`config.mk`:
```
export PLATFORM = sky130hd
export DESIGN_NAME = power_button_mode_controller
export DESIGN_NICKNAME = d
export VERILOG_FILES = /design/src/rtl/core/pwrbtn_pkg.sv /design/src/rtl/core/power_button_mode_controller.sv
export SDC_FILE = /design/constraint.sdc
export NUM_CORES = 1
export LEC_CHECK = 0
export BUFFER_PORTS_ARGS = -buffer_cell sky130_fd_sc_hd__buf_2
export CORE_MARGIN = 1
export CORE_UTILIZATION = 49
export DETAILED_ROUTE_END_ITERATION = 6
export GPL_ROUTABILITY_DRIVEN = 0
export PLACE_DENSITY = 0.79
export SYNTH_ARGS = -nofsm -noshare
export SYNTH_HDL_FRONTEND = slang
export SYNTH_SLANG_ARGS = --single-unit
```
`constraint.sdc`:
```
create_clock -name clk -period 2.6 [get_ports clk]
set_input_delay 0.26 -clock clk [delete_from_list [all_inputs] [get_ports clk]]
set_output_delay 0.26 -clock clk [all_outputs]
set_load 0.01 [all_outputs]
```
`src/rtl/core/pwrbtn_pkg.sv`:
```
// ----------------------------------------------------------------------------
// Power button mode controller package
// Mode codes, duty levels, register indexes and reset values shared by the
// controller.
// ----------------------------------------------------------------------------
package pwrbtn_pkg;

    localparam int DUTY_W  = 5;
    localparam int COUNT_W = 8;
    localparam int ADDR_W  = 5;

    typedef enum logic [1:0] {
        MODE_ON      = 2'd0,
        MODE_SHUT    = 2'd1,
        MODE_STANDBY = 2'd2
    } mode_t;

    typedef enum logic [2:0] {
        REG_ON_HOLD  = 3'd0,
        REG_OFF_HOLD = 3'd1,
        REG_BRIGHT   = 3'd2,
        REG_DIM      = 3'd3,
        REG_START    = 3'd4
    } reg_index_t;

    localparam logic [DUTY_W-1:0] DUTY_BRIGHT    = 5'd19;
    localparam logic [DUTY_W-1:0] DUTY_DIM       = 5'd5;
    localparam logic [DUTY_W-1:0] DUTY_SHUT      = 5'd5;
    localparam logic [DUTY_W-1:0] DUTY_OFF       = 5'd4;
    localparam logic [DUTY_W-1:0] DUTY_THRESHOLD = 5'd12;

    localparam logic [COUNT_W-1:0] ON_HOLD_RESET  = 8'd80;
    localparam logic [COUNT_W-1:0] OFF_HOLD_RESET = 8'd3;
    localparam logic [COUNT_W-1:0] BRIGHT_RESET   = 8'd2;
    localparam logic [COUNT_W-1:0] DIM_RESET      = 8'd10;
    localparam logic [COUNT_W-1:0] START_RESET    = 8'd25;

endpackage

```
`src/rtl/core/power_button_mode_controller.sv`:
```
// ----------------------------------------------------------------------------
// Power button mode controller
// Steps the on / shutting down / off mode and the flashing PWM duty for each
// tick or button level change, and returns the duty and mode per item.
// ----------------------------------------------------------------------------
// An accepted item passes through the input register and then the result register.
// Throughput: one item per cycle unless m_tready stalls it, set by the input
// register feeding the result register through one pass of update logic.
// Reset: asynchronous and active low; the mode returns to on with duty 19,
// the flash count to 25, the hold count to 0 and the registers to defaults.
// ----------------------------------------------------------------------------
module power_button_mode_controller
(
    input  logic        clk,
    input  logic        rst_n,
    // APB configuration port
    input  logic        psel,
    input  logic        penable,
    input  logic        pwrite,
    input  logic [4:0]  paddr,
    input  logic [31:0] pwdata,
    output logic [31:0] prdata,
    output logic        pready,
    // Input items
    input  logic        s_tvalid,
    output logic        s_tready,
    input  logic [7:0]  s_tdata,   // [0] comp_level, [7:1] zero
    input  logic [0:0]  s_tuser,   // [0] action
    // Result items
    output logic        m_tvalid,
    input  logic        m_tready,
    output logic [7:0]  m_tdata    // [4:0] duty, [6:5] mode, [7] zero
);

    import pwrbtn_pkg::*;

    logic [COUNT_W-1:0] on_hold_reg;
    logic [COUNT_W-1:0] off_hold_reg;
    logic [COUNT_W-1:0] bright_reg;
    logic [COUNT_W-1:0] dim_reg;
    logic [COUNT_W-1:0] start_reg;

    logic               in_valid_reg;
    logic               in_action_reg;
    logic               in_level_reg;

    logic               out_valid_reg;
    logic [DUTY_W-1:0]  out_duty_reg;
    mode_t              out_mode_reg;

    mode_t              mode_reg;
    mode_t              mode_next;
    logic [DUTY_W-1:0]  duty_reg;
    logic [DUTY_W-1:0]  duty_next;
    logic [COUNT_W-1:0] flash_reg;
    logic [COUNT_W-1:0] flash_next;
    logic [COUNT_W-1:0] hold_reg;
    logic [COUNT_W-1:0] hold_next;

    logic               cfg_write;
    reg_index_t         cfg_index;
    logic               advance;
    logic               step;
    logic [COUNT_W-1:0] flash_dec;
    logic [COUNT_W-1:0] hold_dec;

    assign pready    = 1'b1;
    assign cfg_write = psel && penable && pwrite && pready;
    assign cfg_index = reg_index_t'(paddr[4:2]);

    always_comb
    begin
        case (cfg_index)
            REG_ON_HOLD:  prdata = {24'd0, on_hold_reg};
            REG_OFF_HOLD: prdata = {24'd0, off_hold_reg};
            REG_BRIGHT:   prdata = {24'd0, bright_reg};
            REG_DIM:      prdata = {24'd0, dim_reg};
            REG_START:    prdata = {24'd0, start_reg};
            default:      prdata = 32'd0;
        endcase
    end

    always_ff @(posedge clk or negedge rst_n)
    begin
        if (!rst_n)
        begin
            on_hold_reg  <= ON_HOLD_RESET;
            off_hold_reg <= OFF_HOLD_RESET;
            bright_reg   <= BRIGHT_RESET;
            dim_reg      <= DIM_RESET;
            start_reg    <= START_RESET;
        end
        else if (cfg_write)
        begin
            case (cfg_index)
                REG_ON_HOLD:  on_hold_reg  <= pwdata[7:0];
                REG_OFF_HOLD: off_hold_reg <= pwdata[7:0];
                REG_BRIGHT:   bright_reg   <= pwdata[7:0];
                REG_DIM:      dim_reg      <= pwdata[7:0];
                REG_START:    start_reg    <= pwdata[7:0];
                default:      ;
            endcase
        end
    end

    // The input register moves on whenever the result register is free or
    // is being emptied in the same cycle.
    assign advance  = !out_valid_reg || m_tready;
    assign step     = in_valid_reg && advance;
    assign s_tready = !in_valid_reg || advance;

    always_ff @(posedge clk or negedge rst_n)
    begin
        if (!rst_n)
        begin
            in_valid_reg <= 1'b0;
        end
        else if (s_tready)
        begin
            in_valid_reg <= s_tvalid;
        end
    end

    always_ff @(posedge clk)
    begin
        if (s_tready && s_tvalid)
        begin
            in_action_reg <= s_tuser[0];
            in_level_reg  <= s_tdata[0];
        end
    end

    assign flash_dec = flash_reg - 8'd1;
    assign hold_dec  = hold_reg - 8'd1;

    always_comb
    begin
        mode_next  = mode_reg;
        duty_next  = duty_reg;
        flash_next = flash_reg;
        hold_next  = hold_reg;
        if (!in_action_reg)
        begin
            if (mode_reg == MODE_ON)
            begin
                flash_next = flash_dec;
                if (flash_dec == 8'd0)
                begin
                    if (duty_reg <= DUTY_THRESHOLD)
                    begin
                        duty_next  = DUTY_BRIGHT;
                        flash_next = bright_reg;
                    end
                    else
                    begin
                        duty_next  = DUTY_DIM;
                        flash_next = dim_reg;
                    end
                end
            end
            if (hold_reg != 8'd0)
            begin
                hold_next = hold_dec;
                if (hold_dec == 8'd0)
                begin
                    case (mode_reg)
                        MODE_ON:
                        begin
                            duty_next = DUTY_SHUT;
                            mode_next = MODE_SHUT;
                        end
                        MODE_SHUT:
                        begin
                            duty_next = DUTY_OFF;
                            mode_next = MODE_STANDBY;
                        end
                        default:
                        begin
                            duty_next  = DUTY_BRIGHT;
                            mode_next  = MODE_ON;
                            flash_next = start_reg;
                        end
                    endcase
                end
            end
        end
        else if (mode_reg == MODE_ON)
        begin
            hold_next = in_level_reg ? 8'd0 : on_hold_reg;
        end
        else
        begin
            hold_next = in_level_reg ? off_hold_reg : 8'd0;
        end
    end

    always_ff @(posedge clk or negedge rst_n)
    begin
        if (!rst_n)
        begin
            mode_reg      <= MODE_ON;
            duty_reg      <= DUTY_BRIGHT;
            flash_reg     <= START_RESET;
            hold_reg      <= 8'd0;
            out_valid_reg <= 1'b0;
        end
        else
        begin
            if (step)
            begin
                mode_reg  <= mode_next;
                duty_reg  <= duty_next;
                flash_reg <= flash_next;
                hold_reg  <= hold_next;
            end
            if (advance)
            begin
                out_valid_reg <= in_valid_reg;
            end
        end
    end

    always_ff @(posedge clk)
    begin
        if (step)
        begin
            out_duty_reg <= duty_next;
            out_mode_reg <= mode_next;
        end
    end

    assign m_tvalid = out_valid_reg;
    assign m_tdata  = {1'b0, out_mode_reg, out_duty_reg};

    a_step_gives_result: assert property (@(posedge clk) disable iff (!rst_n)
        step |=> out_valid_reg)
        else $error("accepted item did not reach the result register");

    a_off_duty: assert property (@(posedge clk) disable iff (!rst_n)
        (mode_reg == MODE_STANDBY) |-> (duty_reg == DUTY_OFF))
        else $error("off mode with a duty other than the off level");

    a_shut_duty: assert property (@(posedge clk) disable iff (!rst_n)
        (mode_reg == MODE_SHUT) |-> (duty_reg == DUTY_SHUT))
        else $error("shutdown mode with a duty other than the shutdown level");

    a_stall_holds_state: assert property (@(posedge clk) disable iff (!rst_n)
        (!step) |=> ($stable(mode_reg) && $stable(hold_reg) && $stable(flash_reg)))
        else $error("mode state changed without an item being processed");

endmodule
```
==> results of run 1 <==
## logic make-up after synthesis
group	share of synthesized area, %
AOI/OAI and AO/OA	17.3
and+or+nand+nor	12.7
DFF	44.5
muxes	16.2
buffers and inverters	7.43
adders and majority gates	1.16
xor gates and xnor gates	0.610
other	0.174
## stage by stage
| step | power, uW | hold slack, ps | setup TNS, ps | std cells | setup slack [ps] |
|---|---|---|---|---|---|
| after global routing | 4640 | 70.6 | -692 | 570 | -117 |
| after global placement | 3260 | 359 | 0 | 550 | 24.7 |
| after detailed placement | 3340 | 373 | -12.9 | 550 | -10.1 |
| after CTS | 4340 | 62.9 | -79.2 | 570 | -30.4 |
| final | 4390 | 75.5 | -42.5 | 570 | -23.8 |
| after floorplan | 2840 | -35.6 | -229 | 428 | -61.4 |
## report_power, final
group	internal, uW	switching (uW)	leakage (uW)	total (uW)
clock	507	460	0.000109	968
combinational	809	820	0.00116	1630
sequential	1520	275	0.000862	1800
total	2840	1560	0.00213	4390
## worst register-to-register path: stages (launching register included)
cell and delay (ps):
dfrtp_1 410, or4_4 520, or4b_4 540, a2111oi_4 440, and3b_2 300, o21ai_4 60, o21a_1 120
## metal layers
layer | vias to the layer above | global-route usage (%) | part of all wire [%]
li1 | 1565 | - | -
met1 | 1643 | 31.8 | 44
met2 | 124 | 37.3 | 50
met3 | 15 | 4.11 | 4.8
met4 | 0 | 7.46 | 1.6
met5 | - | 0 | 0
## synth_stat cells (all sizes together) (3+ instances only)
| library cell | number |
|---|---|
| clkbuf | 17 |
| dfrtp | 49 |
| or4 | 4 |
| nand2 | 15 |
| dfstp | 16 |
| a21oi | 10 |
| o21ai | 20 |
| or2 | 8 |
| nor4 | 6 |
| mux2i | 8 |
| a221oi | 3 |
| nor2 | 23 |
| nand3 | 6 |
| mux2 | 55 |
| buf | 30 |
| a211oi | 4 |
| inv | 10 |
| nor2b | 8 |
| edfxtp | 9 |
| o21a | 7 |
| a22oi | 19 |
| or4b | 3 |
| o22ai | 12 |
| a22o | 5 |
| nor3 | 11 |
| ha | 4 |
## final cells by class
type	count	share of cell area, %
Inverter	10	0.759
Multi-Input combinational cell	297	44.8
Tap cell	105	2.66
Sequential cell	74	38.8
Clock inverter	5	1.24
Timing Repair Buffer	68	8.63
Clock buffer	11	3.09
## worst paths after layout
check | from | to | cells after the start | slack [ps]
worst max-delay path | flash_reg[1] | out_duty_reg[1] | 6 | -20
worst min-delay path | s_tdata[0] | in_level_reg | 1 | 80
worst max register to register | flash_reg[1] | out_duty_reg[1] | 6 | -20
worst min register to register | in_valid_reg | m_tvalid | 2 | 500
max in group asynchronous | rst_n | duty_reg[4] | 3 | 1280
min in group asynchronous | rst_n | hold_reg[0] | 2 | 510
## repair_timing
action,4_1_cts,5_1_grt
hold buffers,1,0
setup endpoints to repair,4,17
pin swaps,4,5
endpoints found under the hold margin,16,0
buffers inserted,3,0
gates cloned,0,0
resized for setup,1,10
==> summary.txt, run 1 <==
Final layout
  • Design Area, Final: 4940 sq um
  • Nets: 517
  • Area of the multi-input gates: 2220 sq um
  • FF/Latch Area: 1920 sq um
  • Area delta synth->final: 14.6%
  • Commonest non-fill, non-tap cell in the layout: mux2_2
  • Share of layout cells above drive strength 1: 38.7%
  • Most frequent cells in the layout: mux2_2 (55), dfrtp_1 (49), buf_2 (36)
  • Fill cells: 696
  • # diodes: 0
  • Final core occ: 59.0%

Route
  • Drt via density: 5.87
  • DRC: 0
  • Routed WL per cell: 17.5 um
  • 1st-iter DRT viols: 277
  • DRT Wirelength: 9.98 mm
  • Drt pass-1 iters: 5
  • Routed vias: 3347
  • Post-route ant nets: 0

Worst setup path
  • Critical Path Max Stage Delay: 540 ps
  • CP max-delay cell: or4b_4
  • Critical path peak fanout: 3
  • Buf/Inv on CP: 0
  • CP top delay family: simple AND/OR/NAND/NOR gates
  • Crit-path cells: or4_4, or4b_4, a2111oi_4, and3b_2, o21ai_4, o21a_1
  • Required @ worst endpoint: 2720 ps
  • Worst Path Arrival: 2740 ps
  • Critical path class: reg -> reg
  • Startpoint Class: flop
  • Crit. End Element: flop

Die
  • IO Count: 96
  • Die height: 95.8 um
  • Core Box Area: 8380 sq um
  • Die X-Extent: 95.8 um
  • Rows: 33
  • Die footprint: 9180 sq um
  • Effective utilization at floorplan: 51.4%

GRT
  • Largest net degree at the start of global routing: 36
  • Vias in the first global route: 3156
  • First-pass GRT wire length: 16.0 mm
  • GRT overflow: 0
  • Antenna violations before repair: 0
  • Total GRT Usage: 23.2%

Synth
  • Post-synth EDFFs: 9
  • Synth async-reset ratio: 87.8%
  • Yosys top cell by area: dfrtp_1
  • Distinct cells, synth: 68
  • Main synth FF type: dfrtp_1
  • Mapped Area: 4310 sq um
  • Syn_area_per_cell: 10.7 sq um
  • Register area share after synthesis: 44.5%
  • YS warnings: 0
  • Yosys reg bits: 74
  • Mapped Cells: 404
  • Synth area leaders: dfrtp_1 (28%), mux2_2 (14%), dfstp_2 (9.8%), edfxtp_1 (6.3%), buf_4 (4.5%)
  • Synth top area share: 28.4%

Run
  • Max-Cap Viols: 0

Clock tree
  • Max clock buf depth: 2
  • Clock slew at reported path FFs: 80 ps
  • Clock Latency Late Sink: 360 ps
  • CTS Sinks: 74
  • CTS root buf: clkbuf_8
  • CTS tree: done
  • Num CTS Buffers: 9
  • H-tree depth: 3

Min path
  • Hold Crit Class: in -> reg

Timing
  • RSZ-0062 raised after global routing: yes
  • Final min period: 2620 ps
  • Rel. slew slack: 47.1%
  • Tcrit/Tclk final: 101%
  • Setup ws final: -23.8 ps
  • Final hold vios: 0
  • Slew Viols, Final: 0
  • Worst-margin pin slew: 794 ps
  • # setup viols final: 3
  • Fmax: 381 MHz
  • Final Skew: 9.83 ps

Power
  • P per Cell Area: 889 nW/um^2
  • P_leak: 0.00213 uW
  • Worst VDD drop: 0.442 mV

Place
  • Final HPWL DP: 7.27 mm
  • Placed instance area: 4650 sq um
  • Buffers added on ports: 36

Status
  • Status: finished, violations left
  • Failing checks: negative setup slack
(Power assumes the default switching activity.)
==> inputs of run 2 (changes only) <==
--- a/config.mk
+++ b/config.mk
@@ -13,2 +13,3 @@
 export PLACE_DENSITY = 0.79
+export REMOVE_ABC_BUFFERS = 1
 export SYNTH_ARGS = -nofsm -noshare
==> constraint.sdc (replaced) <==
create_clock -name clk -period 2.6 [get_ports clk]
set_input_delay 0.52 -clock clk [delete_from_list [all_inputs] [get_ports clk]]
set_output_delay 0.52 -clock clk [all_outputs]
set_load 0.1 [all_outputs]
==> run 2 against run 1 <==
The run now ends clean. Via count grew 4.2%. Utilization grew 2.2 points. Clock-buffer cell count is the same. Clock skew grew 3.4 ps. Critical path type unchanged. Critical endpoint is now flash_reg[1].
==> summary.txt, run 2 (synthesis results as in run 1) <==
Status
  • Status: finished, final reports clean

GRT
  • First-pass GRT wire length: 16.8 mm (+5.3%)
  • Largest net degree at the start of global routing: 27 (-25%)
  • Vias in the first global route: 3358 (+6.4%)
  • Total GRT Usage: 24.6% (+1.5 points)
  • GRT overflow: 0 (unchanged)
  • Antenna violations before repair: 0 (unchanged)

Route
  • Routed vias: 3486 (+4.2%)
  • DRC: 0 (unchanged)
  • Drt via density: 6.00 (+2.2%)
  • Routed WL per cell: 17.8 um (+1.4%)
  • Drt pass-1 iters: 5 (unchanged)
  • DRT Wirelength: 10.3 mm (+3.4%)
  • Post-route ant nets: 0 (unchanged)
  • 1st-iter DRT viols: 230 (-17%)

Power
  • P_leak: 0.00220 uW (+3.2%)
  • Switch Pwr: 2030 uW (+30%)
  • Total power: 4830 uW (+10%)
  • Clk pwr share: 17.9% (-4.1 points)
  • Share of total power in sequential cells: 37.3% (-3.6 points)
  • Cell-internal power: 2800 uW (-1.2%)
  • Comb pwr share: 44.8% (+7.7 points)
  • Worst VDD drop: 0.527 mV (+19%)
  • Switching Share: 42.0% (+6.6 points)
  • P per Cell Area: 942 nW/um^2 (+6.0%)

Final layout
  • Most frequent cells in the layout: mux2_2 (55), dfrtp_1 (49), buf_4 (41)
  • Commonest non-fill, non-tap cell in the layout: mux2_2
  • Fill cells: 644 (-7.5%)
  • # diodes: 0 (unchanged)
  • Nets: 528 (+2.1%)
  • Share of layout cells above drive strength 1: 41.0% (+2.3 points)
  • Final core occ: 61.2% (+2.2 points)
  • Area delta synth->final: 18.9%

Worst setup path
  • CP max-delay cell: or4_4
  • Startpoint Class: flop
  • Critical Path Max Stage Delay: 540 ps (about the same)
  • CP top delay family: simple AND/OR/NAND/NOR gates
  • Required @ worst endpoint: 2870 ps (+150 ps)
  • Buf/Inv on CP: 1 (+1)
  • Crit-path cells: or4_4, or4b_4, a2111oi_4, buf_4, mux2i_1, o22ai_1, a31oi_1
  • Critical Path Stages: 7 (+1)
  • Worst Path Arrival: 2870 ps (+130 ps)
  • Critical path class: reg -> reg
  • FF-to-FF path depth: 7 (+1)
  • Critical path peak fanout: 4 (+1)
  • Crit. End Element: flop

Place
  • Final HPWL DP: 7.38 mm (+1.5%)
  • Buffers added on ports: 36 (unchanged)

Timing
  • Final hold vios: 0 (unchanged)
  • RSZ-0062 raised after global routing: yes
  • Final Skew: 13.2 ps (+3.37 ps)
  • Hold slack: 59.9 ps (-15.5 ps)
  • # setup viols final: 0 (-3)
  • Tcrit/Tclk final: 99.8% (-1.1 points)
  • Slew Viols, Final: 0 (unchanged)
  • Final min period: 2590 ps (-29.6 ps)
  • Worst-margin pin slew: 651 ps (-143 ps)
  • Rel. slew slack: 56.5% (+9.5 points)
  • Fmax: 385 MHz (+1.1%)

Clock tree
  • Num CTS Buffers: 9 (unchanged)
  • CTS Sinks: 74 (unchanged)
  • H-tree depth: 3 (unchanged)
  • Clock Latency Late Sink: 360 ps (about the same)
  • Clock slew at reported path FFs: 80 ps (about the same)
  • Max clock buf depth: 2 (unchanged)
  • CTS tree: done
  • CTS root buf: clkbuf_8
  • # hold bufs at CTS: 0 (-1)

Die
  • Die footprint: 9180 sq um (unchanged)
  • IO Count: 96 (unchanged)
  • Rows: 33 (unchanged)
  • Effective utilization at floorplan: 51.4% (unchanged)
  • Core Box Area: 8380 sq um (unchanged)
  • Die height: 95.8 um (unchanged)
  • Die X-Extent: 95.8 um (unchanged)

Min path
  • Hold Crit Class: in -> async

Run
  • Max-Cap Viols: 0 (unchanged)
run 2: cell types whose count changed in the layout (fill, tap and decap cells not counted), sizes merged:
cell / before / now
buf: 67 / 79
clkinv: 3 / 2
dlygate4sd3: 1 / 0
bufinv: 1 / 0
clkinvlp: 0 / 2
run 2: worst register-to-register path, cell delays in order (launching register included):
cell,delay (ps)
dfrtp_1,440
or4_4,540
or4b_4,510
a2111oi_4,390
buf_4,220
mux2i_1,190
o22ai_1,90
a31oi_1,150
run 2: power groups by stage:
stage	Sequential, uW	Combinational [uW]	Clock (uW)
floorplan	1940	1250	0
global placement	1780	2000	0
detailed placement	1810	2070	0
CTS	1790	2110	873
global route	1840	2330	933
finish	1800	2170	863
run 2: metal layers:
layer  vias up  track usage (%)  part of all wire (%)  wire length (um)
li1       1600                -                     -                 -
met1      1704             32.0                    43              4450
met2       158             39.6                    48              4960
met3        24             4.90                   6.0               616
met4         0             11.4                   2.9               295
met5         -                0                     0                 0
run 2: area by class of cell:
class                      instances  area, sq um  area share [%]
inverter                          10         37.5           0.732
sequential                        74         1920            37.4
clock buffer                      11          153            2.98
timing repair buffer              79          639            12.5
multi-input combinational        297         2210            43.2
clock inverter                     5         37.5           0.732
tap                              105          131            2.56
run 2: repair_timing:
| action | CTS | global route |
|---|---|---|
| resized for setup | 10 | 5 |
| setup endpoints to repair | 6 | 21 |
| pin swaps | 6 | 4 |
| buffers inserted | 4 | 1 |
run 2: worst paths after layout:
path / startpoint / end / slack, ps
setup / recovery: flash_reg[1] / flash_reg[1] / 6
hold / removal: rst_n / dim_reg[2] / 60
setup reg to reg: flash_reg[1] / flash_reg[1] / 6
hold reg to reg: duty_reg[3] / duty_reg[3] / 530
max in group asynchronous: rst_n / dim_reg[1] / 1820
min in group clk: s_tdata[0] / in_level_reg / 330
run 2: through the flow:
stage / setup WS (ps) / instances / area, sq um / setup TNS, ps
floorplan: -439 / 381 / 4120 / -3840
global placement: 8.36 / 560 / 4840 / 0
detailed placement: -39.5 / 560 / 4840 / -146
CTS: 33.6 / 580 / 5100 / 0
global route: -76.4 / 581 / 5130 / -365
finish: 5.75 / 581 / 5130 / 0
==> inputs of run 3 (changes only) <==
PLACE_DENSITY = 0.73   (was 0.79)
==> run 3 against run 2 <==
Clock power is 21% higher. Clock-buffer cell count stayed put. Fmax is 0.21% higher. Total power is 4.3% higher. Worst hold slack better by 110 ps. Combinational power hardly changed. Utilization is 0.64 points higher. Final cell count stayed put. First-iteration DRC count is 9.6% lower. Clock skew is 5.2 ps lower. Worst setup slack better by 5.5 ps. Critical path type unchanged.
==> summary.txt, run 3 (synthesis results as in run 1) <==
Status
  • Status: finished, final reports clean

Power
  • P per Cell Area: 972 nW/um^2 (+3.2%)
  • Worst VDD drop: 0.462 mV (-12%)
  • Switch Pwr: 2020 uW (-0.26%)
  • Cell-internal power: 3020 uW (+7.6%)
  • Share of total power in sequential cells: 35.9% (-1.4 points)
  • Switching Share: 40.2% (-1.8 points)
  • Clk pwr share: 20.7% (+2.8 points)
  • P_leak: 0.00224 uW (+1.7%)
  • Comb pwr share: 43.4% (-1.4 points)

Timing
  • Tcrit/Tclk final: 99.6% (-0.21 points)
  • Rel. slew slack: 51.8% (-4.7 points)
  • Final hold vios: 0 (unchanged)
  • # setup viols final: 0 (unchanged)
  • Setup TNS: 0 ps (unchanged)
  • Worst-margin pin slew: 721 ps (+70.9 ps)
  • Slew Viols, Final: 0 (unchanged)
  • Fmax: 386 MHz (+0.21%)
  • RSZ-0062 raised after global routing: yes
  • Final min period: 2590 ps (-5.51 ps)
  • Final Skew: 7.98 ps (-5.22 ps)

Worst setup path
  • Startpoint Class: flop
  • Worst r2r src: flash_reg[1]
  • Crit. End Element: flop
  • FF-to-FF setup slack: 10 ps (about the same)
  • Critical path peak fanout: 5 (+1)
  • R2R Path End: flash_reg[1]
  • Critical path class: reg -> reg
  • FF-to-FF path depth: 7 (unchanged)
  • Worst Path Arrival: 2860 ps (about the same)
  • Required @ worst endpoint: 2870 ps (about the same)

Clock tree
  • H-tree depth: 3 (unchanged)
  • CTS Sinks: 74 (unchanged)
  • CTS root buf: clkbuf_8
  • Clock Latency Late Sink: 350 ps (about the same)
  • CTS tree: done
  • Num CTS Buffers: 9 (unchanged)
  • Clock slew at reported path FFs: 80 ps (about the same)
  • Max clock buf depth: 2 (unchanged)

Route
  • Routed vias: 3450 (-1.0%)
  • Routed WL per cell: 17.8 um (+0.29%)
  • 1st-iter DRT viols: 208 (-9.6%)
  • Drt via density: 5.94 (-1.0%)
  • DRC: 0 (unchanged)
  • Post-route ant nets: 0 (unchanged)
  • DRT Wirelength: 10.4 mm (+0.29%)
  • Drt pass-1 iters: 5 (unchanged)

Die
  • Rows: 33 (unchanged)
  • Effective utilization at floorplan: 51.4% (unchanged)
  • Die height: 95.8 um (unchanged)
  • Die X-Extent: 95.8 um (unchanged)
  • Die footprint: 9180 sq um (unchanged)
  • IO Count: 96 (unchanged)
  • Core Box Area: 8380 sq um (unchanged)

GRT
  • Antenna violations before repair: 0 (unchanged)
  • First-pass GRT wire length: 17.1 mm (+1.6%)
  • Largest net degree at the start of global routing: 30 (+11%)
  • Vias in the first global route: 3459 (+3.0%)
  • Total GRT Usage: 24.9% (+0.32 points)
  • GRT overflow: 0 (unchanged)

Final layout
  • Nets: 528 (unchanged)
  • Area delta synth->final: 20.2%
  • Commonest non-fill, non-tap cell in the layout: mux2_2
  • Design Area, Final: 5180 sq um (+1.0%)
  • Share of layout cells above drive strength 1: 41.2% (+0.21 points)
  • # diodes: 0 (unchanged)
  • Most frequent cells in the layout: mux2_2 (55), dfrtp_1 (48), buf_4 (40)
  • Final core occ: 61.8% (+0.64 points)
  • Fill cells: 678 (+5.3%)

Place
  • Final HPWL DP: 7.52 mm (+1.8%)
  • Placed instance area: 4870 sq um (+0.72%)
  • Buffers added on ports: 36 (unchanged)

Min path
  • Hold Crit Class: in -> async

Run
  • Max-Cap Viols: 0 (unchanged)
## run 3: through the flow
stage | instances | hold WS [ps] | setup WS (ps) | total power [uW]
after floorplan | 381 | 224 | -439 | 3190
after global placement | 563 | 476 | 11.4 | 3830
after detailed placement | 563 | 484 | -34.4 | 3920
after CTS | 579 | 172 | -10.3 | 4980
after global routing | 581 | 185 | -62.2 | 5310
final | 581 | 169 | 11.3 | 5040
## run 3: how the worst max path moves through the flow
| stage | startpoint | end | slack (ps) | cells after the start |
|---|---|---|---|---|
| detailed placement | flash_reg[1] | out_duty_reg[2] | -30 | 6 |
| global route | flash_reg[1] | flash_reg[1] | -60 | 7 |
| finish | flash_reg[1] | flash_reg[1] | 10 | 7 |
| global placement | flash_reg[0] | out_duty_reg[2] | 10 | 6 |
| CTS | flash_reg[1] | flash_reg[1] | -10 | 7 |
| floorplan | paddr[4] | prdata[0] | -440 | 3 |
## run 3: worst max-delay path, cell delays in order, from the launching register on
cell and delay, ps:
dfrtp_1 400, or4_4 530, or4b_4 510, a2111oi_4 420
buf_6 190, mux2i_2 220, o22ai_1 110, a31oi_1 150
## run 3: layout make-up
class                           instances  area (sq um)  area share (%)
Sequential cell                        74          1920            37.0
Timing Repair Buffer                   79           643            12.4
Tap cell                              105           131            2.54
Multi-Input combinational cell        297          2220            42.8
Inverter                               10          37.5           0.724
Clock buffer                           11           151            2.92
Clock inverter                          5          83.8            1.62
## run 3: metal layers
layer | GRT usage [%] | up-vias | wire length [um]
met4 | 9.95 | 0 | 226
met2 | 43.0 | 120 | 5170
met1 | 30.7 | 1718 | 4440
li1 | - | 1592 | -
met5 | 0 | - | 0
met3 | 4.74 | 20 | 509
## run 3: repair_timing
item / 4_1_cts / 5_1_grt
resized for setup: 1 / 14
pin swaps: 1 / 6
setup endpoints to repair: 6 / 17
hold buffers: 0 / 0
buffers inserted: 0 / 2
## run 3: power by group through the flow
stage	Sequential (uW)	Combinational, uW	Clock [uW]
floorplan	1940	1250	0
global placement	1790	2040	0
detailed placement	1820	2100	0
CTS	1800	2120	1060
global route	1850	2340	1110
finish	1810	2190	1040
